===== config.mk =====
export PLATFORM = sky130hd
export DESIGN_NAME = oal_cell
export DESIGN_NICKNAME = d
export VERILOG_FILES = /design/src/hw/rtl/oal_pkg.sv /design/src/hw/rtl/oal_cell.sv
export SDC_FILE = /design/constraint.sdc
export NUM_CORES = 1
export LEC_CHECK = 0
export BUFFER_PORTS_ARGS = -buffer_cell sky130_fd_sc_hd__buf_4
export CELL_PAD_IN_SITES_DETAIL_PLACEMENT = 2
export CELL_PAD_IN_SITES_GLOBAL_PLACEMENT = 2
export CORE_ASPECT_RATIO = 1.25
export CORE_MARGIN = 10
export CORE_UTILIZATION = 22
export CTS_BUF_LIST = sky130_fd_sc_hd__clkbuf_8
export DETAILED_ROUTE_END_ITERATION = 10
export GPL_TIMING_DRIVEN = 0
export PLACE_DENSITY = 0.86
export SYNTH_ARGS = -nofsm -noshare
export SYNTH_HDL_FRONTEND = slang
export SYNTH_SLANG_ARGS = --single-unit

===== constraint.sdc =====
create_clock -name clk -period 2.5 [get_ports clk]
set_clock_uncertainty 0.1 [all_clocks]
set_input_delay 0.75 -clock clk [delete_from_list [all_inputs] [get_ports clk]]
set_output_delay 0.75 -clock clk [all_outputs]
set_load 0.005 [all_outputs]

===== src/hw/rtl/oal_pkg.sv =====
// Shared types and constants for the ordered array list unit.
// Depends on nothing; every other file in hw/rtl refers to it by scoped names.
package oal_pkg;

  localparam int CAPACITY   = 64;
  localparam int IDX_W      = $clog2(CAPACITY);
  localparam int CNT_W      = $clog2(CAPACITY + 1);
  localparam int OP_W       = 3;
  localparam int POS_W      = 7;
  localparam int VAL_W      = 32;
  localparam int SIZE_W     = 7;
  localparam int CMP_W      = (POS_W > CNT_W) ? POS_W : CNT_W;
  localparam int GROUP_SIZE = 8;
  localparam int NGROUPS    = (CAPACITY + GROUP_SIZE - 1) / GROUP_SIZE;
  localparam int PADDED_W   = NGROUPS * GROUP_SIZE;

  typedef enum logic [OP_W-1:0] {
    OP_INSERT      = 3'd0,
    OP_APPEND      = 3'd1,
    OP_REMOVE      = 3'd2,
    OP_REMOVE_LAST = 3'd3,
    OP_SEARCH      = 3'd4,
    OP_CLEAR       = 3'd5
  } op_t;

  typedef enum logic [1:0] {
    ST_OK        = 2'd0,
    ST_BAD_INDEX = 2'd1,
    ST_FULL      = 2'd2,
    ST_EMPTY     = 2'd3
  } status_t;

  // Command broadcast to every cell of the row in the transfer cycle.
  typedef struct packed {
    logic                    ins;
    logic                    rem;
    logic                    srch;
    logic [IDX_W-1:0]        pos;
    logic [CNT_W-1:0]        count;
    logic signed [VAL_W-1:0] value;
  } cmd_t;

endpackage


===== src/hw/rtl/oal_cell.sv =====
// One storage cell of the row: holds one entry and its search hit.
// Depends on oal_pkg.
module oal_cell (
  input  logic                            clk,
  input  logic                            rst,
  input  logic [oal_pkg::IDX_W-1:0]       idx,
  input  oal_pkg::cmd_t                   cmd,
  input  logic signed [oal_pkg::VAL_W-1:0] left,
  input  logic signed [oal_pkg::VAL_W-1:0] right,
  output logic signed [oal_pkg::VAL_W-1:0] entry,
  output logic                            match
);

  // Take the new value at the insert point, the left neighbour above it,
  // the right neighbour at and above a removal point.
  always_ff @(posedge clk) begin
    if (cmd.ins) begin
      if (idx == cmd.pos) begin
        entry <= cmd.value;
      end else if (idx > cmd.pos) begin
        entry <= left;
      end
    end else if (cmd.rem && (idx >= cmd.pos)) begin
      entry <= right;
    end
  end

  always_ff @(posedge clk) begin
    if (rst) begin
      match <= 1'b0;
    end else begin
      match <= cmd.srch && (oal_pkg::CNT_W'(idx) < cmd.count) && (entry == cmd.value);
    end
  end

endmodule


==> results of run 1 <==
[where the power goes]
part | internal [W] | switching (W)
Sequential | 0.000706 | 0.0000529
Combinational | 0.000335 | 0.000240
Clock | 0.000291 | 0.000232
Total | 0.00133 | 0.000525
[area by class of cell]
cell class / instances / area (um2)
multi-input cells: 169 / 1240
inverters: 11 / 41.3
repair buffers: 151 / 1130
plain buffers: 10 / 129
fillers: 1201 / 6770
clock buffers: 5 / 68.8
flip-flops and latches: 33 / 981
well taps: 132 / 165
clock inverters: 3 / 37.5
[state kept, by name, indices dropped and copies added (netlist names)]
register,flops
match,1
entry,32
[placed cells by master, fill, tap and decap left out, types with 3 or more instances in the layout]
cell / Yosys / final
buf_4: 0 / 151
a21oi_1: 35 / 35
nor2_1: 33 / 33
mux2i_1: 32 / 32
xnor2_1: 32 / 32
edfxtp_1: 32 / 32
inv_1: 11 / 12
ha_1: 11 / 11
nand4_1: 8 / 8
clkbuf_8: 0 / 5
dlymetal6s2s_1: 4 / 4
buf_12: 3 / 3
nand2b_1: 3 / 3
[cells by family after synthesis]
kind of cell	synth area share, %
xor gates and xnor gates	11.8
and+or+nand+nor	11.7
DFF	41.2
adders and majority gates	5.79
AOI/OAI and AO/OA	8.89
buffers and inverters	7.15
muxes	13.5
[worst max-delay path: cells and delay by family]
kind / cells / cell delay [ps]
buffers and inverters: 1 / 120
adder cells (fa/ha/maj): 1 / 320
AO/OA/AOI/OAI: 3 / 900
AND/OR/NAND/NOR: 1 / 80
[cells in the mapped netlist (3+ instances only)]
master	instances
buf_12	3
nor2_1	33
nand2b_1	3
a21oi_1	35
inv_1	11
dlymetal6s2s_1	4
mux2i_1	32
edfxtp_1	32
xnor2_1	32
nand4_1	8
ha_1	11
[per-stage QoR]
| stage | hold slack, ps | setup WS (ps) |
|---|---|---|
| 2_1_floorplan | 568 | 88.3 |
| 3_3_place_gp | 624 | -252 |
| 3_5_place_dp | 641 | -287 |
| 4_1_cts | 652 | 42.8 |
| 5_1_grt | 680 | 109 |
| 6_report | 638 | 181 |
[metal layers]
metal	wire length, um	part of all wire [%]	track usage (%)
met1	4010	38	13.9
met3	859	8.2	5.34
met5	0	0	0
met2	5490	52	23.9
met4	108	1.0	3.11
[worst paths after layout]
check              to  slack [ps]  cells after the start
max          entry[6]         180                      6
min             match         640                      4
max reg2reg     match         860                      4
min reg2reg     match         640                      4
==> reports/results.tsv, run 1 <==
metric	value	unit
DR iter-0 viols	38	
Total GRT Usage	13.2	%
required time of the critical path	2370	ps
Peak Freq	0.431	GHz
Vias/cell	4.52	
worst-path cell chain	buf_4 > ha_1 > a21o_1 > a21oi_1 > nor2b_1 > o32a_4	
layout cell share with drive strength beyond 1	43.2	%
HP Start	entry[10]	
Die X	113	um
later-pin clock latency in the skew report	300	ps
CP Launch Type	input port	
Final setup viols	0	
overall power	0.00186	W
Post-CTS Setup Inserts	0	
largest net degree at the start of global routing	33	
FF+latch count, synth	33	
asr flop ratio synth	0	%
Setup crit end kind	register	
Vias	2323	
DP Area	3680	um2
commonest register cell after synthesis	edfxtp_1	
# IOs	153	
H-tree depth	2	
Final Critical Period	2320	ps
initial core utilization	22.5	%
setup TNS	0	ps
vias in the first global route	2827	
dpl cells	506	
cell area power density	489	nW/um2
Finished Layout Cells	514	
HP Class	reg2reg	
final core utilization	35.9	%
Synth area leaders	edfxtp_1 (40%), mux2i_1 (13%), xnor2_1 (12%)	
DRC	0	
port bufs	151	
drt pass-1 iters	4	
largest area contributor in the netlist	edfxtp_1	
Slew Viols, Final	0	
Mapped Area	2380	um2
first-pass GRT wire length	15900	um
Slowest cell on crit path	o32a_4	
Yosys cell types	26	
Final Cell Area	3800	um2
hpwl dp	8670	um
clk sink count	33	
antenna viol nets, final	0	
CTS resizes	0	
Largest stage delay, worst path	560	ps
Rel. slew slack	61.6	%
worst-path maximum fanout	32	
synth warn	0	
Die H	136	um
Clock Tree Root	clkbuf_8	
DRT Wirelength	10500	um
CP startpoint	idx[3]	
worst vdd ir	0.265	mV
kind of critical path	in2reg	
FP Rows	42	
max-cap viol count	0	
number of synthesized flops with an enable pin	32	
post-synth top area share	40.4	%
cts bufs inserted	5	
maximum clock insertion buffer count	2	
P_leak	1.63	nW
Hold Fails Final Rpt	0	
Core Region	10600	um2
TritonCTS clock tree	yes	
initial antenna violation count	0	
Critical Path AT	2190	ps
Seq/Total Area, Yosys	41.2	%
status	completed	
crit share post-route	92.8	%
Mapped Nets	354	
Clock transition at path regs	70	ps
Avg Cell Area, Syn	10.7	um2
reg2reg start	entry[27]	
RSZ-0062 raised after global routing	no	
GRT overflow	0	
wire per inst	20.4	um
final net count	512	
ANT cells	0	
Die Area	15400	um2
Layout area overhead	59.6	%
worst-margin pin slew	576	ps
Cells after Synth	223	
Post-CTS Hold Fix Bufs	0	
gp weighted congestion	0.723	
(Power assumes the default switching activity.)
==> run 2, diff against run 1 <==
Settings changed: REMOVE_ABC_BUFFERS from default to 1.
==> run 2 against run 1 <==
Compared with the run above: non-clock buffer count is 6 lower; global-route usage is 0.95 points lower; sequential share of layout area up 0.65 points; clock power decreased by 26%; core utilization decreased by 0.88 points; critical endpoint is now entry[27]; largest power group unchanged.
==> reports/results.tsv, run 2 (synthesis results as in run 1) <==
metric	value	unit	change
status	completed		
hpwl dp	7870	um	-9.1%
gp weighted congestion	0.717		-0.80%
crit share post-route	92.5	%	-0.30 points
worst vdd ir	0.153	mV	-42%
dpl cells	497		-1.8%
DRT Wirelength	9830	um	-6.0%
worst-path maximum fanout	32		unchanged
cell area power density	460	nW/um2	-5.9%
Slew Viols, Final	0		unchanged
Setup crit end kind	register		
largest net degree at the start of global routing	66		+100%
Hold Fails Final Rpt	0		unchanged
worst-path cell chain	buf_4 > ha_1 > nand4_2 > nor2_1 > o32a_4		
Vias/cell	4.50		-0.34%
Total GRT Usage	12.2	%	-0.95 points
vias in the first global route	2706		-4.3%
final net count	507		-0.98%
Die Area	15400	um2	unchanged
initial antenna violation count	0		unchanged
Largest regs	entry x32, match x1		
initial core utilization	22.5	%	unchanged
Peak Freq	0.433	GHz	+0.33%
commonest non-fill, non-tap cell in the layout	buf_4		
P_leak	1.55	nW	-4.7%
Die H	136	um	unchanged
Final Critical Period	2310	ps	-7.61 ps
maximum clock insertion buffer count	2		unchanged
hold path depth	4		unchanged
Clock Tree Root	clkbuf_8		
later-pin clock latency in the skew report	280	ps	-20 ps
CP startpoint	idx[3]		
kind of critical path	in2reg		
GRT overflow	0		unchanged
DRC	0		unchanged
Worst R2R End	match		
# IOs	153		unchanged
FILL cells	1193		-0.67%
HP Start	entry[0]		
RSZ-0062 raised after global routing	no		
antenna viol nets, final	0		unchanged
drt pass-1 iters	4		unchanged
Core Region	10600	um2	unchanged
wire per inst	19.4	um	-4.9%
Layout area overhead	55.7	%	
first-pass GRT wire length	15000	um	-5.6%
cts bufs inserted	5		unchanged
reg2reg start	entry[3]		
Post-CTS Hold Fix Bufs	0		unchanged
Largest stage delay, worst path	490	ps	-70 ps
TritonCTS clock tree	yes		
FP Rows	42		unchanged
Final Cell Area	3700	um2	-2.4%
worst-case reg-to-reg path depth	4		unchanged
clk sink count	33		unchanged
max-cap viol count	0		unchanged
required time of the critical path	2330	ps	-40 ps
WHS Endpoint	match		
Slowest cell on crit path	o32a_4		
Reg area	981	um2	unchanged
Biggest register	entry		
Final setup viols	0		unchanged
Finished Layout Cells	508		-1.2%
max FFs per register	32		unchanged
Critical Path AT	2140	ps	-50 ps
flop-to-flop setup slack	860	ps	about the same
Die X	113	um	unchanged
DR iter-0 viols	51		+34%
CP Launch Type	input port		
most frequent cells in the layout	buf_4 (153), a21oi_1 (35), nor2_1 (33)		
H-tree depth	2		unchanged
Vias	2288		-1.5%
port bufs	152		+0.66%
layout cell share with drive strength beyond 1	43.6	%	+0.42 points
HP Class	reg2reg		
Rel. slew slack	54.9	%	-6.6 points
worst-margin pin slew	676	ps	+100 ps
ANT cells	0		unchanged
Clock transition at path regs	70	ps	about the same
DP Area	3560	um2	-3.3%
Multi-input gate area	1250	um2	+0.91%
==> run 2: how the worst max path moves through the flow <==
stage           endpoint  slack, ps  cells after the start
6_report       entry[27]        190                      5
5_1_grt         entry[1]        110                      5
4_1_cts        entry[21]        170                      5
3_5_place_dp   entry[16]       -790                      6
3_3_place_gp   entry[27]       -920                      6
2_1_floorplan   entry[0]       -200                      6
==> run 2: critical path: cells and delay by family <==
| kind | cells | cell delay (ps) |
|---|---|---|
| AOI/OAI and AO/OA | 1 | 490 |
| buffers and inverters | 1 | 120 |
| and+or+nand+nor | 2 | 460 |
| adders and majority gates | 1 | 310 |
==> run 2: power by group <==
group          switching (W)  internal, W
logic               0.000229     0.000328
registers          0.0000535     0.000706
clock network       0.000202     0.000184
==> run 2: repair_timing <==
item	in CTS	in global routing
resized for setup	2	0
buffers inserted	3	0
setup endpoints to repair	32	0
==> run 2: layout make-up <==
cell class,count,share of cell area [%]
tap,132,4.46
clock inverter,2,0.203
multi-input combinational,170,33.8
sequential,33,26.5
inverter,11,1.11
clock buffer,5,1.86
timing repair buffer,155,32.1
==> run 2: routing by layer <==
metal  track usage [%]  vias to the layer above  wire length [um]
li1                  -                     1104                 -
met5                 0                        -                 0
met4              2.19                        0                61
met3              4.32                        7               771
met2              23.8                       85              5510
met1              12.2                     1092              3490
==> run 2: metrics by stage <==
| stage | util, % | hold WS (ps) | setup WS, ps | power [W] | TNS [ps] |
|---|---|---|---|---|---|
| finish | 35.1 | 626 | 189 | 0.00170 | 0 |
| global route | 35.1 | 687 | 109 | 0.00182 | 0 |
| CTS | 35.1 | 642 | 173 | 0.00175 | 0 |
| detailed placement | 33.7 | 632 | -794 | 0.00134 | -31980 |
| global placement | 33.7 | 621 | -921 | 0.00131 | -50300 |
| floorplan | - | 568 | -197 | 0.000970 | -10180 |
