## src/hw/rtl/oal_pkg.sv

```systemverilog
// Shared types and constants for the ordered array list unit.
// Depends on nothing; every other file in hw/rtl refers to it by scoped names.
package oal_pkg;

  localparam int CAPACITY   = 64;
  localparam int IDX_W      = $clog2(CAPACITY);
  localparam int CNT_W      = $clog2(CAPACITY + 1);
  localparam int OP_W       = 3;
  localparam int POS_W      = 7;
  localparam int VAL_W      = 32;
  localparam int SIZE_W     = 7;
  localparam int CMP_W      = (POS_W > CNT_W) ? POS_W : CNT_W;
  localparam int GROUP_SIZE = 8;
  localparam int NGROUPS    = (CAPACITY + GROUP_SIZE - 1) / GROUP_SIZE;
  localparam int PADDED_W   = NGROUPS * GROUP_SIZE;

  typedef enum logic [OP_W-1:0] {
    OP_INSERT      = 3'd0,
    OP_APPEND      = 3'd1,
    OP_REMOVE      = 3'd2,
    OP_REMOVE_LAST = 3'd3,
    OP_SEARCH      = 3'd4,
    OP_CLEAR       = 3'd5
  } op_t;

  typedef enum logic [1:0] {
    ST_OK        = 2'd0,
    ST_BAD_INDEX = 2'd1,
    ST_FULL      = 2'd2,
    ST_EMPTY     = 2'd3
  } status_t;

  // Command broadcast to every cell of the row in the transfer cycle.
  typedef struct packed {
    logic                    ins;
    logic                    rem;
    logic                    srch;
    logic [IDX_W-1:0]        pos;
    logic [CNT_W-1:0]        count;
    logic signed [VAL_W-1:0] value;
  } cmd_t;

endpackage

```

## src/hw/rtl/oal_ctrl.sv

```systemverilog
// Operation decode and entry count: checks each operation, builds the row command.
// Depends on oal_pkg.
module oal_ctrl (
  input  logic                            clk,
  input  logic                            rst,
  input  logic                            accept,
  input  logic [oal_pkg::OP_W-1:0]        op,
  input  logic [oal_pkg::POS_W-1:0]       position,
  input  logic signed [oal_pkg::VAL_W-1:0] value,
  output oal_pkg::cmd_t                   cmd,
  output oal_pkg::status_t                status,
  output logic [oal_pkg::CNT_W-1:0]       count_next
);

  logic [oal_pkg::CNT_W-1:0] count;
  logic [oal_pkg::CMP_W-1:0] pos_x;
  logic [oal_pkg::CMP_W-1:0] cnt_x;
  logic                      full;
  logic                      empty;
  logic                      ins;
  logic                      rem;
  logic                      srch;
  logic [oal_pkg::IDX_W-1:0] pos;

  assign pos_x = oal_pkg::CMP_W'(position);
  assign cnt_x = oal_pkg::CMP_W'(count);
  assign full  = (count == oal_pkg::CNT_W'(oal_pkg::CAPACITY));
  assign empty = (count == '0);

  always_comb begin
    ins        = 1'b0;
    rem        = 1'b0;
    srch       = 1'b0;
    pos        = '0;
    status     = oal_pkg::ST_OK;
    count_next = count;
    case (op)
      oal_pkg::OP_INSERT: begin
        if (pos_x > cnt_x) begin
          status = oal_pkg::ST_BAD_INDEX;
        end else if (full) begin
          status = oal_pkg::ST_FULL;
        end else begin
          ins        = 1'b1;
          pos        = oal_pkg::IDX_W'(position);
          count_next = count + oal_pkg::CNT_W'(1);
        end
      end
      oal_pkg::OP_APPEND: begin
        if (full) begin
          status = oal_pkg::ST_FULL;
        end else begin
          ins        = 1'b1;
          pos        = oal_pkg::IDX_W'(count);
          count_next = count + oal_pkg::CNT_W'(1);
        end
      end
      oal_pkg::OP_REMOVE: begin
        if (empty) begin
          status = oal_pkg::ST_EMPTY;
        end else if (pos_x >= cnt_x) begin
          status = oal_pkg::ST_BAD_INDEX;
        end else begin
          rem        = 1'b1;
          pos        = oal_pkg::IDX_W'(position);
          count_next = count - oal_pkg::CNT_W'(1);
        end
      end
      oal_pkg::OP_REMOVE_LAST: begin
        if (empty) begin
          status = oal_pkg::ST_EMPTY;
        end else begin
          count_next = count - oal_pkg::CNT_W'(1);
        end
      end
      oal_pkg::OP_SEARCH: begin
        srch = 1'b1;
      end
      oal_pkg::OP_CLEAR: begin
        count_next = '0;
      end
      default: begin
      end
    endcase
  end

  always_comb begin
    cmd.ins   = accept && ins;
    cmd.rem   = accept && rem;
    cmd.srch  = accept && srch;
    cmd.pos   = pos;
    cmd.count = count;
    cmd.value = value;
  end

  always_ff @(posedge clk) begin
    if (rst) begin
      count <= '0;
    end else if (accept) begin
      count <= count_next;
    end
  end

endmodule

```

## config.mk

```make
export PLATFORM = sky130hd
export DESIGN_NAME = oal_ctrl
export DESIGN_NICKNAME = d
export VERILOG_FILES = /design/src/hw/rtl/oal_pkg.sv /design/src/hw/rtl/oal_ctrl.sv
export SDC_FILE = /design/constraint.sdc
export NUM_CORES = 1
export LEC_CHECK = 0
export BUFFER_PORTS_ARGS = -buffer_cell sky130_fd_sc_hd__clkbuf_2
export CORE_MARGIN = 3
export CORE_UTILIZATION = 47
export DETAILED_ROUTE_END_ITERATION = 10
export GPL_TIMING_DRIVEN = 0
export PLACE_DENSITY = 0.95
export SYNTH_ARGS = -nofsm -noshare
export SYNTH_HDL_FRONTEND = slang
export SYNTH_SLANG_ARGS = --single-unit
```

## constraint.sdc

```tcl
create_clock -name clk -period 5.3 [get_ports clk]
set_clock_uncertainty 0.15 [all_clocks]
set_input_delay 0.53 -clock clk [delete_from_list [all_inputs] [get_ports clk]]
set_output_delay 0.53 -clock clk [all_outputs]
set_load 0.01 [all_outputs]
```

==> qor.csv, run 1 <==
metric;value;unit
outcome;finished clean;
Final min period;3677;ps
gpl congestion;0.9488;
pre-CTS setup slack;1955;ps
FF-to-FF setup slack;2420;ps
MaxCap Viol Count;0;
Slew headroom;0.6378;
CTS Buffer Depth;2;
Peak Freq;0.2720;GHz
final core occ;0.6400;
async set-reset flop share out of synthesis;0;
Critical Path RT;4620;ps
root buffer cell;clkbuf_4;
total grt overflow;0;
Final Hold Fails;0;
DRC;0;
synthesized area;1585;um2
register area share after synthesis;0.08840;
most frequent cells in the layout;67 x clkbuf_2, 33 x buf_4, 20 x nand2_1;
Leak;0.9597;nW
largest fanout on the critical path;10;
period utilisation layout;0.6937;
CP startpoint kind;flip-flop;
Hold Path Class;in -> reg;
core area;3128;um2
arrival time at the worst endpoint;3000;ps
drt via density;5.617;
Crit Path Class;reg -> out;
Largest register FFs;7;
Vias;1803;
crit-path cells;clkbuf_1, inv_1, ha_1, and4_1, buf_4, and3_1, a311oi_4, nor2_2, a221oi_1, a31oi_1, clkbuf_2;
clock tree sinks;7;
RSZ-0062 raised after global routing;no;
chip height;64.08;um
Initial Utilization;0.5068;
I/O pin count;102;
number of synthesized register bits;7;
Max Slew Vio Count;0;
initial antenna violation count;0;
n_diodes;0;
first-pass GRT wire length;7396;um
# resized after CTS;0;
library cells used by synthesis;59;
Cell Pwr Density;210.3;nW/um2
average routed wire per standard cell;14.37;um
Slowest cell on crit path;dfxtp_1;
post-route insts no fill;321;
share of cells above drive strength 1;0.4838;
FP Rows;20;
Reg clk slew, reported paths;60;ps
Cells after DPL;317;
htree depth;1;
Pre-antenna DRT Iters;5;
synthesis-to-finish area growth;26.28;%
Max stage delay on crit path;380;ps
# setup viols final;0;
antenna viol nets, final;0;
CP endpoint kind;output pin;
CP bufs+invs;4;
dominant synthesized flop cell;dfxtp_1;
Total Wirelength;4613;um
TritonCTS Buffers;3;
fin worst setup slack;1623;ps
largest net degree at the start of global routing;11;
Port Buf Inserts;67;
Global Route Usage Sum;0.2200;
Mapped Avg Cell Area;7.695;um2
die area;4106;um2
TritonCTS clock tree;done;
DRT iter0 DRCs;194;
YS warnings;0;
Worst-Margin Slew;539.2;ps
post-CTS setup buffers;0;
delay-heaviest family, CP;buffers and inverters;
die span in x;64.08;um
syn nets;261;
EDFF count, synth;0;
dpl hpwl;3721;um
clk_lat worst skew;260;ps
vias in the first global route;1680;
Syn Inst Count;206;
Final #Nets;333;
most common cell after layout, fill and taps aside;clkbuf_2;
CTS Hold Bufs;0;
worst vdd ir;78.25;uV
TNS Setup;0;ps
==> metal layers <==
metal,GRT usage,routed length (um),share of wire
met1,0.2698,1911,0.41
met4,0.04313,32,0.0069
met5,0,0,0
met2,0.3987,2341,0.51
met3,0.03691,326,0.071
==> worst reg2reg max path, delay by kind of cell, from the launching register on <==
kind	cells	cell delay, ps
AO/OA/AOI/OAI	3	730
buffers and inverters	3	650
AND/OR/NAND/NOR	3	560
flip-flops	1	380
adder cells (fa/ha/maj)	1	280
==> cell type report <==
type	count	area, um2
inverter	13	48.80
tap	44	55.05
fill	314	1126
timing repair buffer	67	335.3
multi-input combinational	145	1085
sequential	7	140.1
clock buffer	4	26.28
buffer	41	311.5
==> where the power goes <==
group          internal [W]  total (W)  switching, W
registers         0.0000609  0.0000706    0.00000966
logic              0.000124   0.000299      0.000174
clock network     0.0000289  0.0000516     0.0000227
total              0.000214   0.000421      0.000207
==> cell usage after synthesis (all sizes together) (2+ instances only) <==
library cell	instances	area, um2
nand2b	3	26.27
a21o	5	37.54
inv	12	45.05
a21oi	15	90.08
o211ai	3	27.52
buf	40	307.8
a311oi	2	41.29
nand2	20	75.07
o21ai	10	57.56
nor2	8	42.54
o311ai	2	35.04
and2	4	25.02
nor4b	2	17.52
a221oi	5	50.04
a22oi	2	15.01
ha	10	125.1
nand3	4	20.02
nor3	12	76.33
o31ai	4	30.03
and3	3	18.77
a31oi	7	43.79
a22o	5	43.79
dfxtp	7	140.1
==> through the flow <==
| step | instance area, um2 | total power (W) | hold WS (ps) |
|---|---|---|---|
| after detailed placement | 1976 | 0.0003664 | 445.5 |
| after floorplan | 1585 | 0.0002820 | 412.5 |
| final | 2002 | 0.0004210 | 366.8 |
| after global placement | 1976 | 0.0003622 | 439.9 |
| after CTS | 2002 | 0.0004183 | 365.7 |
| after global routing | 2002 | 0.0004523 | 368.2 |
==> kinds of logic after synthesis <==
kind of cell | count (synthesis) | share of synthesized area
AOI/OAI and AO/OA | 71 | 0.3599
adders and majority gates | 10 | 0.07893
buffers and inverters | 54 | 0.2273
DFF | 7 | 0.08840
and+or+nand+nor | 64 | 0.2455
==> path summary, 6_finish.rpt <==
| check | start | cells past startpoint | end |
|---|---|---|---|
| max | cnt_x[3] | 11 | count_next[3] |
| min | rst | 2 | cnt_x[2] |
| max reg2reg | cnt_x[3] | 10 | cnt_x[3] |
| min reg2reg | cnt_x[1] | 2 | cnt_x[1] |
Note: power is estimated with default switching activity, not from simulation.
==> run 2: changes to the inputs <==
CORE_UTILIZATION = 39   (was 47)
PLACE_DENSITY = 0.88   (was 0.95)
clock period = 3.06 ns   (was 5.3 ns; I/O delays follow)
==> run 2 against run 1 <==
  * Largest cell class unchanged
  * Count of clock-buffer cells in the layout unchanged
  * Critical path depth up 1
  * Combinational power up 110%
  * Hold slack worse by 190 ps
  * Final cell count up 7.2%
  * Sequential share of layout area down 0.56 points
==> qor.csv, run 2 (same netlist as run 1, synthesis figures left out) <==
metric;value;unit
outcome;finished clean;
Largest register FFs;7;
DRT iter0 DRCs;134;
Port Buf Inserts;67;
die span in x;69.76;um
delay-heaviest family, CP;compound AO/OA/AOI/OAI gates;
DRC;0;
Crit Path Class;reg -> out;
average routed wire per standard cell;14.63;um
Power Total;0.0008990;W
Top Layer Used;met4;
# setup viols final;0;
core area;3799;um2
antenna viol nets, final;0;
CP startpoint kind;flip-flop;
Max stage delay on crit path;370;ps
total grt overflow;0;
htree depth;1;
crit-path cells;buf_6, clkinvlp_4, ha_4, and3_1, buf_6, o311ai_4, o211ai_4, buf_4, a21oi_1, a31oi_1, nand2_1, clkbuf_2;
CTS Buffer Depth;2;
synthesis-to-finish area growth;45.78;%
drt via density;5.541;
most frequent cells in the layout;66 x clkbuf_2, 50 x buf_4, 20 x nand2_1;
CP endpoint kind;output pin;
multi-input gate area in the final layout;1174;um2
TritonCTS clock tree;done;
FP Rows;22;
fillers;344;
I/O pin count;102;
register area;148.9;um2
Slowest cell on crit path;dfxtp_2;
Slew headroom;0.6466;
die area;4866;um2
vias in the first global route;1737;
Reg clk slew, reported paths;50;ps
Initial Utilization;0.4173;
CP bufs+invs;5;
largest fanout on the critical path;7;
period utilisation layout;0.9796;
chip height;69.76;um
worst vdd ir;138.9;uV
Peak Freq;0.3336;GHz
Final min period;2998;ps
fin worst setup slack;62.36;ps
pre-CTS setup slack;-80.92;ps
clk_lat worst skew;230;ps
DR WL met2;2555;um
Hold WS;172.6;ps
Max Slew Vio Count;0;
Pre-antenna DRT Iters;4;
Total Wirelength;5032;um
n_diodes;0;
Global Route Usage Sum;0.1811;
MaxCap Viol Count;0;
dpl hpwl;3723;um
Final #Nets;352;
Leak;1.091;nW
gpl congestion;0.9646;
CTS Hold Bufs;0;
arrival time at the worst endpoint;2540;ps
Worst-Margin Slew;526.0;ps
Critical Path RT;2600;ps
clock tree sinks;7;
largest net degree at the start of global routing;11;
Vias;1906;
TritonCTS Buffers;3;
cell mode on critical path;buf_6;
root buffer cell;clkbuf_8;
Hold Path Class;in -> reg;
met1 WL;1937;um
initial antenna violation count;0;
Final Hold Fails;0;
first-pass GRT wire length;7507;um
final core occ;0.6084;
Cell Pwr Density;389.0;nW/um2
share of cells above drive strength 1;0.5878;
most common cell after layout, fill and taps aside;clkbuf_2;
met3 wire len;507;um
## run 2: cell types whose count changed in the layout (fill, tap and decap cells not counted), moves of 2 or more
cell	previous run	this run
dfxtp_1	7	2
buf_6	4	9
clkbuf_8	0	3
buf_4	33	50
clkbuf_4	3	0
dfxtp_2	0	4
inv_1	10	5
clkinvlp_4	0	2
buf_2	3	1
a221oi_1	4	2
inv_2	2	6
ha_1	10	8
## run 2: stage by stage
stage | instance area, um2 | setup TNS [ps] | std cells
after CTS | 2133 | 0 | 332
after floorplan | 1585 | 0 | 206
after detailed placement | 1981 | -145.7 | 321
final | 2311 | 0 | 344
after global placement | 1981 | -107.3 | 321
after global routing | 2311 | -104.0 | 344
## run 2: path summary, 6_finish.rpt
check | startpoint | end | slack (ps) | cells past startpoint
setup / recovery | cnt_x[2] | count_next[2] | 60 | 12
hold / removal | rst | cnt_x[6] | 170 | 2
setup reg to reg | cnt_x[0] | cnt_x[0] | 350 | 10
hold reg to reg | cnt_x[1] | cnt_x[1] | 400 | 2
## run 2: power breakdown
group	internal [W]	switching [W]	total (W)
sequential	0.000110	0.0000215	0.000131
combinational	0.000290	0.000340	0.000630
clock	0.0000908	0.0000472	0.000138
## run 2: repair_timing
action	4_1_cts	5_1_grt
gates cloned	0	0
endpoints found under the hold margin	0	0
setup endpoints to repair	9	15
setup buffers	7	12
pin swaps	3	4
resized for setup	13	26
## run 2: layout make-up
type | count | share of cell area
multi-input cells | 145 | 0.5079
repair buffers | 86 | 0.2084
plain buffers | 41 | 0.1494
flip-flops and latches | 7 | 0.06443
well taps | 48 | 0.02599
inverters | 13 | 0.02436
clock buffers | 4 | 0.01949
## run 2: per-layer routing
| layer | vias to the layer above | track usage |
|---|---|---|
| li1 | 924 | - |
| met1 | 860 | 0.2195 |
| met2 | 118 | 0.3263 |
| met3 | 4 | 0.02319 |
| met4 | 0 | 0.06170 |
| met5 | - | 0 |
