<file path="config.mk">
export PLATFORM = sky130hd
export DESIGN_NAME = oal_match_tree
export DESIGN_NICKNAME = d
export VERILOG_FILES = /design/src/hw/rtl/oal_pkg.sv /design/src/hw/rtl/oal_match_tree.sv
export SDC_FILE = /design/constraint.sdc
export NUM_CORES = 1
export LEC_CHECK = 0
export BUFFER_PORTS_ARGS = -buffer_cell sky130_fd_sc_hd__buf_2
export CAP_MARGIN = 15
export CORE_AREA = 5 5 47 49
export CTS_BUF_LIST = sky130_fd_sc_hd__clkbuf_4 sky130_fd_sc_hd__clkbuf_8
export DETAILED_ROUTE_END_ITERATION = 8
export DIE_AREA = 0 0 52 54
export PLACE_DENSITY = 0.73
export SKIP_LAST_GASP = 1
export SYNTH_ARGS = -nofsm -noshare
export SYNTH_HDL_FRONTEND = slang
export SYNTH_SLANG_ARGS = --single-unit
export TNS_END_PERCENT = 30
</file>
<file path="constraint.sdc">
create_clock -name clk -period 0.9 [get_ports clk]
set_input_delay 0.045 -clock clk [delete_from_list [all_inputs] [get_ports clk]]
set_output_delay 0.045 -clock clk [all_outputs]
set_load 0.03 [all_outputs]
</file>
<file path="src/hw/rtl/oal_pkg.sv">
// Shared types and constants for the ordered array list unit.
// Depends on nothing; every other file in hw/rtl refers to it by scoped names.
package oal_pkg;

  localparam int CAPACITY   = 64;
  localparam int IDX_W      = $clog2(CAPACITY);
  localparam int CNT_W      = $clog2(CAPACITY + 1);
  localparam int OP_W       = 3;
  localparam int POS_W      = 7;
  localparam int VAL_W      = 32;
  localparam int SIZE_W     = 7;
  localparam int CMP_W      = (POS_W > CNT_W) ? POS_W : CNT_W;
  localparam int GROUP_SIZE = 8;
  localparam int NGROUPS    = (CAPACITY + GROUP_SIZE - 1) / GROUP_SIZE;
  localparam int PADDED_W   = NGROUPS * GROUP_SIZE;

  typedef enum logic [OP_W-1:0] {
    OP_INSERT      = 3'd0,
    OP_APPEND      = 3'd1,
    OP_REMOVE      = 3'd2,
    OP_REMOVE_LAST = 3'd3,
    OP_SEARCH      = 3'd4,
    OP_CLEAR       = 3'd5
  } op_t;

  typedef enum logic [1:0] {
    ST_OK        = 2'd0,
    ST_BAD_INDEX = 2'd1,
    ST_FULL      = 2'd2,
    ST_EMPTY     = 2'd3
  } status_t;

  // Command broadcast to every cell of the row in the transfer cycle.
  typedef struct packed {
    logic                    ins;
    logic                    rem;
    logic                    srch;
    logic [IDX_W-1:0]        pos;
    logic [CNT_W-1:0]        count;
    logic signed [VAL_W-1:0] value;
  } cmd_t;

endpackage

</file>
<file path="src/hw/rtl/oal_match_tree.sv">
// First level of the search reduction: registered OR over groups of cell hits.
// Depends on oal_pkg.
module oal_match_tree (
  input  logic                          clk,
  input  logic                          rst,
  input  logic [oal_pkg::CAPACITY-1:0]  hits,
  output logic [oal_pkg::NGROUPS-1:0]   group_hit
);

  logic [oal_pkg::PADDED_W-1:0] padded;

  assign padded = oal_pkg::PADDED_W'(hits);

  always_ff @(posedge clk) begin
    if (rst) begin
      group_hit <= '0;
    end else begin
      for (int g = 0; g < oal_pkg::NGROUPS; g++) begin
        group_hit[g] <= |padded[g*oal_pkg::GROUP_SIZE +: oal_pkg::GROUP_SIZE];
      end
    end
  end

endmodule

</file>
==> results of run 1 <==
==> report_power, final <==
part,switching (mW),internal [mW],total [mW],leakage (nW)
registers,0.00421,0.374,0.378,0.0675
clock network,0.120,0.152,0.272,0.0138
logic,0.123,0.134,0.257,0.316
total,0.247,0.660,0.907,0.397
==> per-layer routing <==
metal / up-vias / GRT usage (%) / wire length (µm)
met5: - / 0 / 0
met4: 0 / 6.55 / 0
met3: 0 / 4.16 / 264
met2: 42 / 20.5 / 802
met1: 251 / 10.0 / 411
li1: 290 / - / -
==> cells by family (layout without fill, tap and decap cells) <==
family          after synthesis  in the layout  share of synthesized area (%)
simple gates                 16             16                           49.5
buf+inv                       1             76                          0.928
flops                         8              8                           39.6
compound gates                8              8                           9.91
==> worst max path at each step <==
stage | endpoint | slack (ns) | depth (start not counted)
2_1_floorplan | group_hit[0] | 0.40 | 0
3_3_place_gp | group_hit[3] | 0.29 | 3
3_5_place_dp | group_hit[2] | 0.25 | 3
4_1_cts | group_hit[7] | 0.08 | 1
5_1_grt | group_hit[6] | 0.05 | 1
6_report | group_hit[6] | 0.11 | 1
==> stage by stage <==
step	instances	cell area, µm²	hold WS, ns	utilization (%)	setup slack (ns)
after floorplan	33	404	0.192	-	0.396
after global placement	132	800	0.294	43.9	0.287
after detailed placement	132	800	0.301	43.9	0.252
after CTS	135	822	0.0363	45.1	0.0826
after global routing	135	822	0.0376	45.1	0.0545
final	135	822	0.0473	45.1	0.106
==> layout make-up <==
cell class	instances	area (µm²)
multi-input combinational	24	240
clock buffer	3	22.5
tap	27	33.8
timing repair buffer	73	365
fill	186	1000
sequential	8	160
==> placed cells by master (no fill, tap or decap) <==
cell type	synthesis	layout
buf_2	0	73
nor4_2	16	16
a21oi_1	8	8
dfxtp_1	8	8
clkbuf_4	0	3
==> results by group, run 1 <==
Clock network
  – Max clock buf depth: 2
  – Post_cts resized: 0
  – Total CTS buffers: 3
  – Clock root buffer: clkbuf_4
  – Total setup buffers inserted after CTS: 0
  – Clock sink count: 8
  – H-tree levels: 1
  – Clock transition at the registers of the reported paths: 0.06 ns
  – CTS tree: yes
  – Hold-fix buffers, CTS: 0

STA
  – Achievable Freq: between 1000 and 1500 MHz
  – Tcrit/Tclk final: 88.2%
  – Worst Tran Pin Value: 0.208 ns
  – Setup tns final: 0 ns
  – Final hold viol count: 0
  – Rel. slew slack: around 86%
  – Tmin final: between 0.7 and 0.8 ns
  – Final Setup Violations: 0
  – Slew Viols, Final: 0
  – RSZ-0062 raised after global routing: false

Synth
  – Number of flops mapped to enable cells by yosys: 0
  – Gate Count Post-Synth: 33
  – Register area share after synthesis: 39.6%
  – Avg Inst Size Synth: around 12 µm²
  – Synth Flop Type: dfxtp_1
  – Most frequent cell after synthesis: nor4_2
  – Synth unique cells: 4
  – Synth area leaders: nor4_2 (50%), dfxtp_1 (40%), a21oi_1 (9.9%)
  – Synth Net Count: 99
  – Yosys top cell by area: nor4_2
  – Syn. warnings: 0
  – Fraction of registers with async set/reset: 0%
  – Post-synth top area share: around half
  – Post-Synthesis Cell Area: 404 µm²
  – Yosys reg bits: 8
  – Synth top cells by count: nor4_2 (16), a21oi_1 (8), dfxtp_1 (8), clkbuf_1 (1)

Routing
  – Routed length per instance: approximately 11 µm
  – Detailed-route via count: 583
  – Antenna viol nets, final: 0
  – Vias per cell: 4.32
  – Initial drt markers: 0
  – DRC Markers: 0
  – Pre-Repair DR Iteration Count: 1
  – DRT Wirelength: between 1000 and 1500 µm

Hold path
  – Hold Path Class: in -> reg
  – Hold depth: 3
  – Worst Hold End: group_hit[1]
  – Worst Hold Launch: hits[14]

GRT
  – First-pass GRT wire length: 2240 µm
  – Largest net degree at the start of global routing: 9
  – Initial antenna violation count: 0
  – Vias in the first global route: 614
  – Aggregate global routing overflow: 0
  – Overall routing resource usage: 11.0%

Power
  – P per Cell Area: approximately 1100 mW/mm²
  – Total chip power: 907 µW
  – Worst IR Drop VDD: 0.582 mV
  – Leakage power: 0.397 nW

Final layout
  – Area grow syn2layout: 103%
  – Top Registers: group_hit (8)
  – Top reg by flops: group_hit
  – Post-layout nets: ~180
  – Max reg flops: 8
  – # diodes: 0
  – Share of cells above drive strength 1: between 80% and 90%

Critical path
  – Crit-path max cell delay: 0.31 ns
  – Peak fanout along the critical path: 1
  – Worst Path Buf+Inv: 1
  – Crit end category: primary output
  – WS Path Type: reg -> out
  – Startpoint types: register
  – Delay-heaviest family, CP: flip-flops
  – CP max-delay cell: dfxtp_1
  – Crit. Startpoint: group_hit[6]
  – CP Data Required Time: 0.85 ns
  – CP cell instances: buf_2
  – WP data arrival: ~0.75 ns

Floorplan
  – Core box area: 0.00182 mm²
  – I/O Pins: between 70 and 80
  – Die Area: 0.00281 mm²
  – Height of the die: 54 µm
  – Chip width: 52 µm
  – Starting Density: around 22%
  – Row count: 16

Status
  – Status: finished, final reports clean

Placement
  – Port bufs: 73
  – Gpl congestion: 0.578
  – DP HPWL: 1370 µm

Run
  – Max cap viols: 0
(Power assumes the default switching activity.)
==> inputs of run 2 (changes only) <==
--- a/config.mk
+++ b/config.mk
@@ -5,6 +5,7 @@
 export SDC_FILE = /design/constraint.sdc
 export NUM_CORES = 1
 export LEC_CHECK = 0
+export ABC_AREA = 1
 export BUFFER_PORTS_ARGS = -buffer_cell sky130_fd_sc_hd__buf_2
 export CAP_MARGIN = 15
 export CORE_AREA = 5 5 47 49
==> run 2 against run 1 <==
  * Design area did not move
  * Sequential share of layout area did not move
  * Synthesized cell count rose by 120%
  * Setup slack improved by 0.0087 ns
  * Critical path depth did not move
  * Total power fell by 2.7%
  * Count of clock-buffer cells in the layout did not move
  * Via count rose by 18%
  * Cell count rose by 30%
  * Clock power fell by 6%
  * Critical path type unchanged
  * Highest routed layer unchanged
==> results by group, run 2 <==
Status
  – Status: finished, final reports clean

Routing
  – Initial drt markers: 2
  – DRC Markers: 0
  – Pre-Repair DR Iteration Count: 2
  – DRT Wirelength: around 1500 µm
  – Vias per cell: 3.94
  – Antenna viol nets, final: 0
  – Detailed-route via count: 689
  – Routed length per instance: 8.31 µm

Placement
  – Dpl ws: between 0.3 and 0.4 ns
  – Port bufs: 73
  – DP HPWL: 1360 µm
  – Gpl congestion: 0.612
  – Placed cells: 172

Run
  – Max cap viols: 0

GRT
  – Initial antenna violation count: 0
  – First-pass GRT wire length: 2090 µm
  – Overall routing resource usage: 10.1%
  – Largest net degree at the start of global routing: 9
  – Aggregate global routing overflow: 0
  – Vias in the first global route: around 590

Final layout
  – Area grow syn2layout: 103%
  – Share of cells above drive strength 1: 51.4%
  – Max reg flops: 8
  – Top reg by flops: group_hit
  – # diodes: 0
  – Fin cells: 175
  – Most frequent cells in the layout: buf_2 (73), nor2_1 (48), nand2_1 (16), dfxtp_1 (8), clkbuf_4 (3)
  – Post-layout nets: between 200 and 250
  – Commonest non-fill, non-tap cell in the layout: buf_2
  – Top Registers: group_hit (8)

Synth
  – Gate Count Post-Synth: 73
  – Synth top cells by count: nor2_1 (48), nand2_1 (16), dfxtp_1 (8), buf_2 (1)
  – Fraction of registers with async set/reset: 0%
  – Synth unique cells: 4
  – Synth Net Count: 139
  – Yosys reg bits: 8
  – Post-Synthesis Cell Area: ~410 µm²
  – Most frequent cell after synthesis: nor2_1
  – Syn. warnings: 0
  – Synth Flop Type: dfxtp_1
  – Post-synth top area share: 44.4%
  – Number of flops mapped to enable cells by yosys: 0
  – Synth area leaders: nor2_1 (44%), dfxtp_1 (40%), nand2_1 (15%)
  – Yosys top cell by area: nor2_1
  – Avg Inst Size Synth: 5.55 µm²
  – Register area share after synthesis: roughly two fifths

Floorplan
  – I/O Pins: 74
  – Core box area: 0.00182 mm²
  – Height of the die: about 54 µm
  – Chip width: 52 µm
  – Row count: 16
  – Die Area: 0.00281 mm²
  – Starting Density: 22.3%

Hold path
  – Worst Hold End: group_hit[1]
  – Worst Hold Launch: rst
  – Hold Path Class: in -> reg
  – Hold depth: 2

STA
  – Final Setup Violations: 0
  – Rel. slew slack: 89.1%
  – Tcrit/Tclk final: ~87%
  – Final hold viol count: 0
  – Fin worst setup slack: roughly 0.11 ns
  – Setup tns final: 0 ns
  – Tmin final: 0.785 ns
  – Slew Viols, Final: 0
  – Achievable Freq: 1270 MHz
  – Worst Hold Slack: 0.0749 ns
  – RSZ-0062 raised after global routing: false
  – Worst Tran Pin Value: around 0.16 ns

Clock network
  – Post_cts resized: 0
  – Hold-fix buffers, CTS: 0
  – CTS tree: yes
  – Total CTS buffers: 3
  – Clock sink count: 8
  – Clock root buffer: clkbuf_4
  – Total setup buffers inserted after CTS: 0
  – Clock transition at the registers of the reported paths: approximately 0.050 ns
  – Max clock buf depth: 2
  – H-tree levels: 1

Power
  – P per Cell Area: approximately 1100 mW/mm²
  – Leakage power: roughly 0.46 nW
  – Total chip power: just under 900 µW
  – Worst IR Drop VDD: 0.715 mV

Critical path
  – Startpoint types: register
  – Worst Path Buf+Inv: 1
  – WS Path Type: reg -> out
  – CP cell instances: buf_2
  – Delay-heaviest family, CP: flip-flops
  – CP max-delay cell: dfxtp_1
  – Crit-path max cell delay: just over 0.3 ns
  – Peak fanout along the critical path: 1
  – WP data arrival: 0.74 ns
  – CP Data Required Time: 0.85 ns
  – Crit end category: primary output
## run 2: cell count changes after synthesis
cell	delta
clkbuf_1	-1
nor2_1	+48
buf_2	+1
nor4_2	-16
a21oi_1	-8
nand2_1	+16
## run 2: cells by family after synthesis
logic type	Yosys count	synth area share (%)
buffers and inverters	1	1.23
DFF	8	39.5
and+or+nand+nor	64	59.3
## run 2: area by class of cell
| class | instances | area (µm²) |
|---|---|---|
| clock buffer | 3 | 22.5 |
| fill | 205 | 1000 |
| multi-input combinational | 64 | 240 |
| sequential | 8 | 160 |
| tap | 27 | 33.8 |
| timing repair buffer | 73 | 365 |
## run 2: how the worst max path moves through the flow
stage                 start           end  cells after the start
2_1_floorplan  group_hit[0]  group_hit[0]                      0
3_3_place_gp       hits[47]  group_hit[5]                      5
3_5_place_dp       hits[61]  group_hit[7]                      5
4_1_cts        group_hit[6]  group_hit[6]                      1
5_1_grt        group_hit[6]  group_hit[6]                      1
6_report       group_hit[6]  group_hit[6]                      1
## run 2: per-stage QoR
stage | utilization, % | cell area, µm²
2_1_floorplan | - | 405
3_3_place_gp | 43.9 | 800
3_5_place_dp | 43.9 | 800
4_1_cts | 45.1 | 822
5_1_grt | 45.1 | 822
6_report | 45.1 | 822
## run 2: where the power goes
group	leakage [nW]	internal, mW	total [mW]	switching, mW
combinational	0.379	0.136	0.248	0.112
sequential	0.0675	0.374	0.378	0.00352
clock	0.0138	0.151	0.257	0.106
total	0.460	0.662	0.883	0.221
## run 2: metal layers
metal  global-route usage (%)  vias to the layer above  wire length (µm)
li1                         -                      369                 -
met1                     8.20                      283               474
met2                     20.3                       37               782
met3                     6.65                        0               197
met4                     1.31                        0                 0
met5                        0                        -                 0
==> inputs of run 3 (changes only) <==
--- a/config.mk
+++ b/config.mk
@@ -8,11 +8,12 @@
 export ABC_AREA = 1
 export BUFFER_PORTS_ARGS = -buffer_cell sky130_fd_sc_hd__buf_2
 export CAP_MARGIN = 15
-export CORE_AREA = 5 5 47 49
+export CORE_AREA = 5 5 43 54
 export CTS_BUF_LIST = sky130_fd_sc_hd__clkbuf_4 sky130_fd_sc_hd__clkbuf_8
 export DETAILED_ROUTE_END_ITERATION = 8
-export DIE_AREA = 0 0 52 54
+export DIE_AREA = 0 0 48 59
 export PLACE_DENSITY = 0.73
+export SETUP_SLACK_MARGIN = 0.2
 export SKIP_LAST_GASP = 1
 export SYNTH_ARGS = -nofsm -noshare
 export SYNTH_HDL_FRONTEND = slang
==> run 3 against run 2 <==
  * Count of clock-buffer cells in the layout unchanged
  * Die area increased by 0.85%
  * Sequential power increased by 2%
  * Utilization increased by 4.5 points
  * Hold slack got worse by 0.0083 ns
  * Fmax increased by 6.0%
  * Non-clock buffer count unchanged
  * Via count decreased by 1.2%
  * Critical path type unchanged
  * Largest power group unchanged
==> results by group, run 3 (same netlist as run 2, synthesis figures left out) <==
Placement
  – DP HPWL: 1360 µm
  – Port bufs: 73
  – Gpl congestion: 0.615
  – Dpl ws: 0.326 ns

Critical path
  – Startpoint types: register
  – Peak fanout along the critical path: 1
  – WP data arrival: 0.70 ns
  – Crit-path max cell delay: ~0.32 ns
  – CP max-delay cell: dfxtp_2
  – Worst setup path endpoint: group_hit[3]
  – CP Depth: 1
  – Crit end category: primary output
  – CP Data Required Time: 0.85 ns
  – WS Path Type: reg -> out
  – CP cell instances: buf_6
  – Delay-heaviest family, CP: flip-flops
  – Crit. Startpoint: group_hit[3]
  – Worst Path Buf+Inv: 1

Floorplan
  – Height of the die: 59 µm
  – Chip width: 48 µm
  – I/O Pins: 74
  – Starting Density: a little under a quarter
  – Die Area: 0.00283 mm²
  – Row count: 17
  – Core box area: 0.00174 mm²

Routing
  – DRC Markers: 0
  – Met1 wire length: 443 µm
  – WL met2: 757 µm
  – Detailed-route via count: about 700
  – Routed length per instance: 9.02 µm
  – Vias per cell: 4.08
  – Top Layer Used: met3
  – DRT Wirelength: about 1500 µm
  – Met3 Routed Length: 304 µm
  – Pre-Repair DR Iteration Count: 3
  – Initial drt markers: 7
  – Antenna viol nets, final: 0

STA
  – Rel. slew slack: between 80% and 90%
  – Tmin final: 0.741 ns
  – Tcrit/Tclk final: 82.3%
  – Achievable Freq: 1350 MHz
  – Final Setup Violations: 0
  – Worst Tran Pin Value: 0.159 ns
  – Fin worst setup slack: 0.159 ns
  – Worst Hold Slack: 0.0666 ns
  – RSZ-0062 raised after global routing: true
  – Setup tns final: 0 ns
  – Final hold viol count: 0
  – Slew Viols, Final: 0

Final layout
  – Top Registers: group_hit (8)
  – Share of cells above drive strength 1: between 50% and 60%
  – Post-layout nets: 216
  – Area grow syn2layout: 114%
  – Most frequent cells in the layout: buf_2 (65), nor2_1 (48), nand2_1 (16), buf_6 (7), dfxtp_2 (6)
  – Max reg flops: 8
  – Commonest non-fill, non-tap cell in the layout: buf_2
  – Top reg by flops: group_hit
  – # diodes: 0
  – Layout Utilization: 49.6%

Hold path
  – Hold Path Class: in -> reg

Clock network
  – Max clock buf depth: 2
  – Total setup buffers inserted after CTS: 0
  – CTS tree: yes
  – Total CTS buffers: 3
  – Clock sink count: 8
  – Clock transition at the registers of the reported paths: 0.06 ns
  – Clock root buffer: clkbuf_4
  – H-tree levels: 1

Power
  – Total chip power: approximately 930 µW
  – P per Cell Area: 1080 mW/mm²
  – Leakage power: 0.476 nW
  – Worst IR Drop VDD: 0.537 mV

GRT
  – Aggregate global routing overflow: 0
  – First-pass GRT wire length: 2020 µm
  – Initial antenna violation count: 0
  – Overall routing resource usage: 9.82%
  – Largest net degree at the start of global routing: 9
  – Vias in the first global route: 588

Run
  – Max cap viols: 0

Status
  – Status: finished, final reports clean
[run 3: how the worst min path moves through the flow]
stage          startpoint      endpoint  slack (ns)  depth (start not counted)
2_1_floorplan     hits[4]  group_hit[0]        0.23                          4
3_3_place_gp     hits[16]  group_hit[2]        0.33                          5
3_5_place_dp      hits[8]  group_hit[1]        0.34                          5
4_1_cts          hits[32]  group_hit[4]        0.07                          5
5_1_grt          hits[49]  group_hit[6]        0.08                          5
6_report              rst  group_hit[2]        0.07                          2
[run 3: power by group]
part	leakage (nW)	internal (mW)	switching (mW)
Clock	0.0138	0.153	0.124
Combinational	0.394	0.157	0.114
Sequential	0.0676	0.377	0.00771
Total	0.476	0.687	0.246
[run 3: per-layer routing]
metal | vias up | GRT usage, %
met5 | - | 0
met4 | 0 | 4.62
met3 | 0 | 3.04
met2 | 46 | 17.2
met1 | 266 | 10.1
li1 | 369 | -
[run 3: per-stage QoR]
stage	cells	cell area (µm²)
5_1_grt	167	866
6_report	167	866
4_1_cts	167	866
3_3_place_gp	164	790
3_5_place_dp	164	790
2_1_floorplan	73	405
[run 3: what timing repair did]
item | 4_1_cts | 5_1_grt
endpoints found under the setup margin | 8 | 8
gates resized for setup | 21 | 0
pin swaps | 0 | 0
hold buffers | 0 | 0
[run 3: final cells by class]
| cell class | count | area [µm²] |
|---|---|---|
| multi-input cells | 64 | 240 |
| well taps | 19 | 23.8 |
| clock buffers | 3 | 22.5 |
| repair buffers | 73 | 412 |
| flip-flops and latches | 8 | 168 |
| fillers | 193 | 878 |
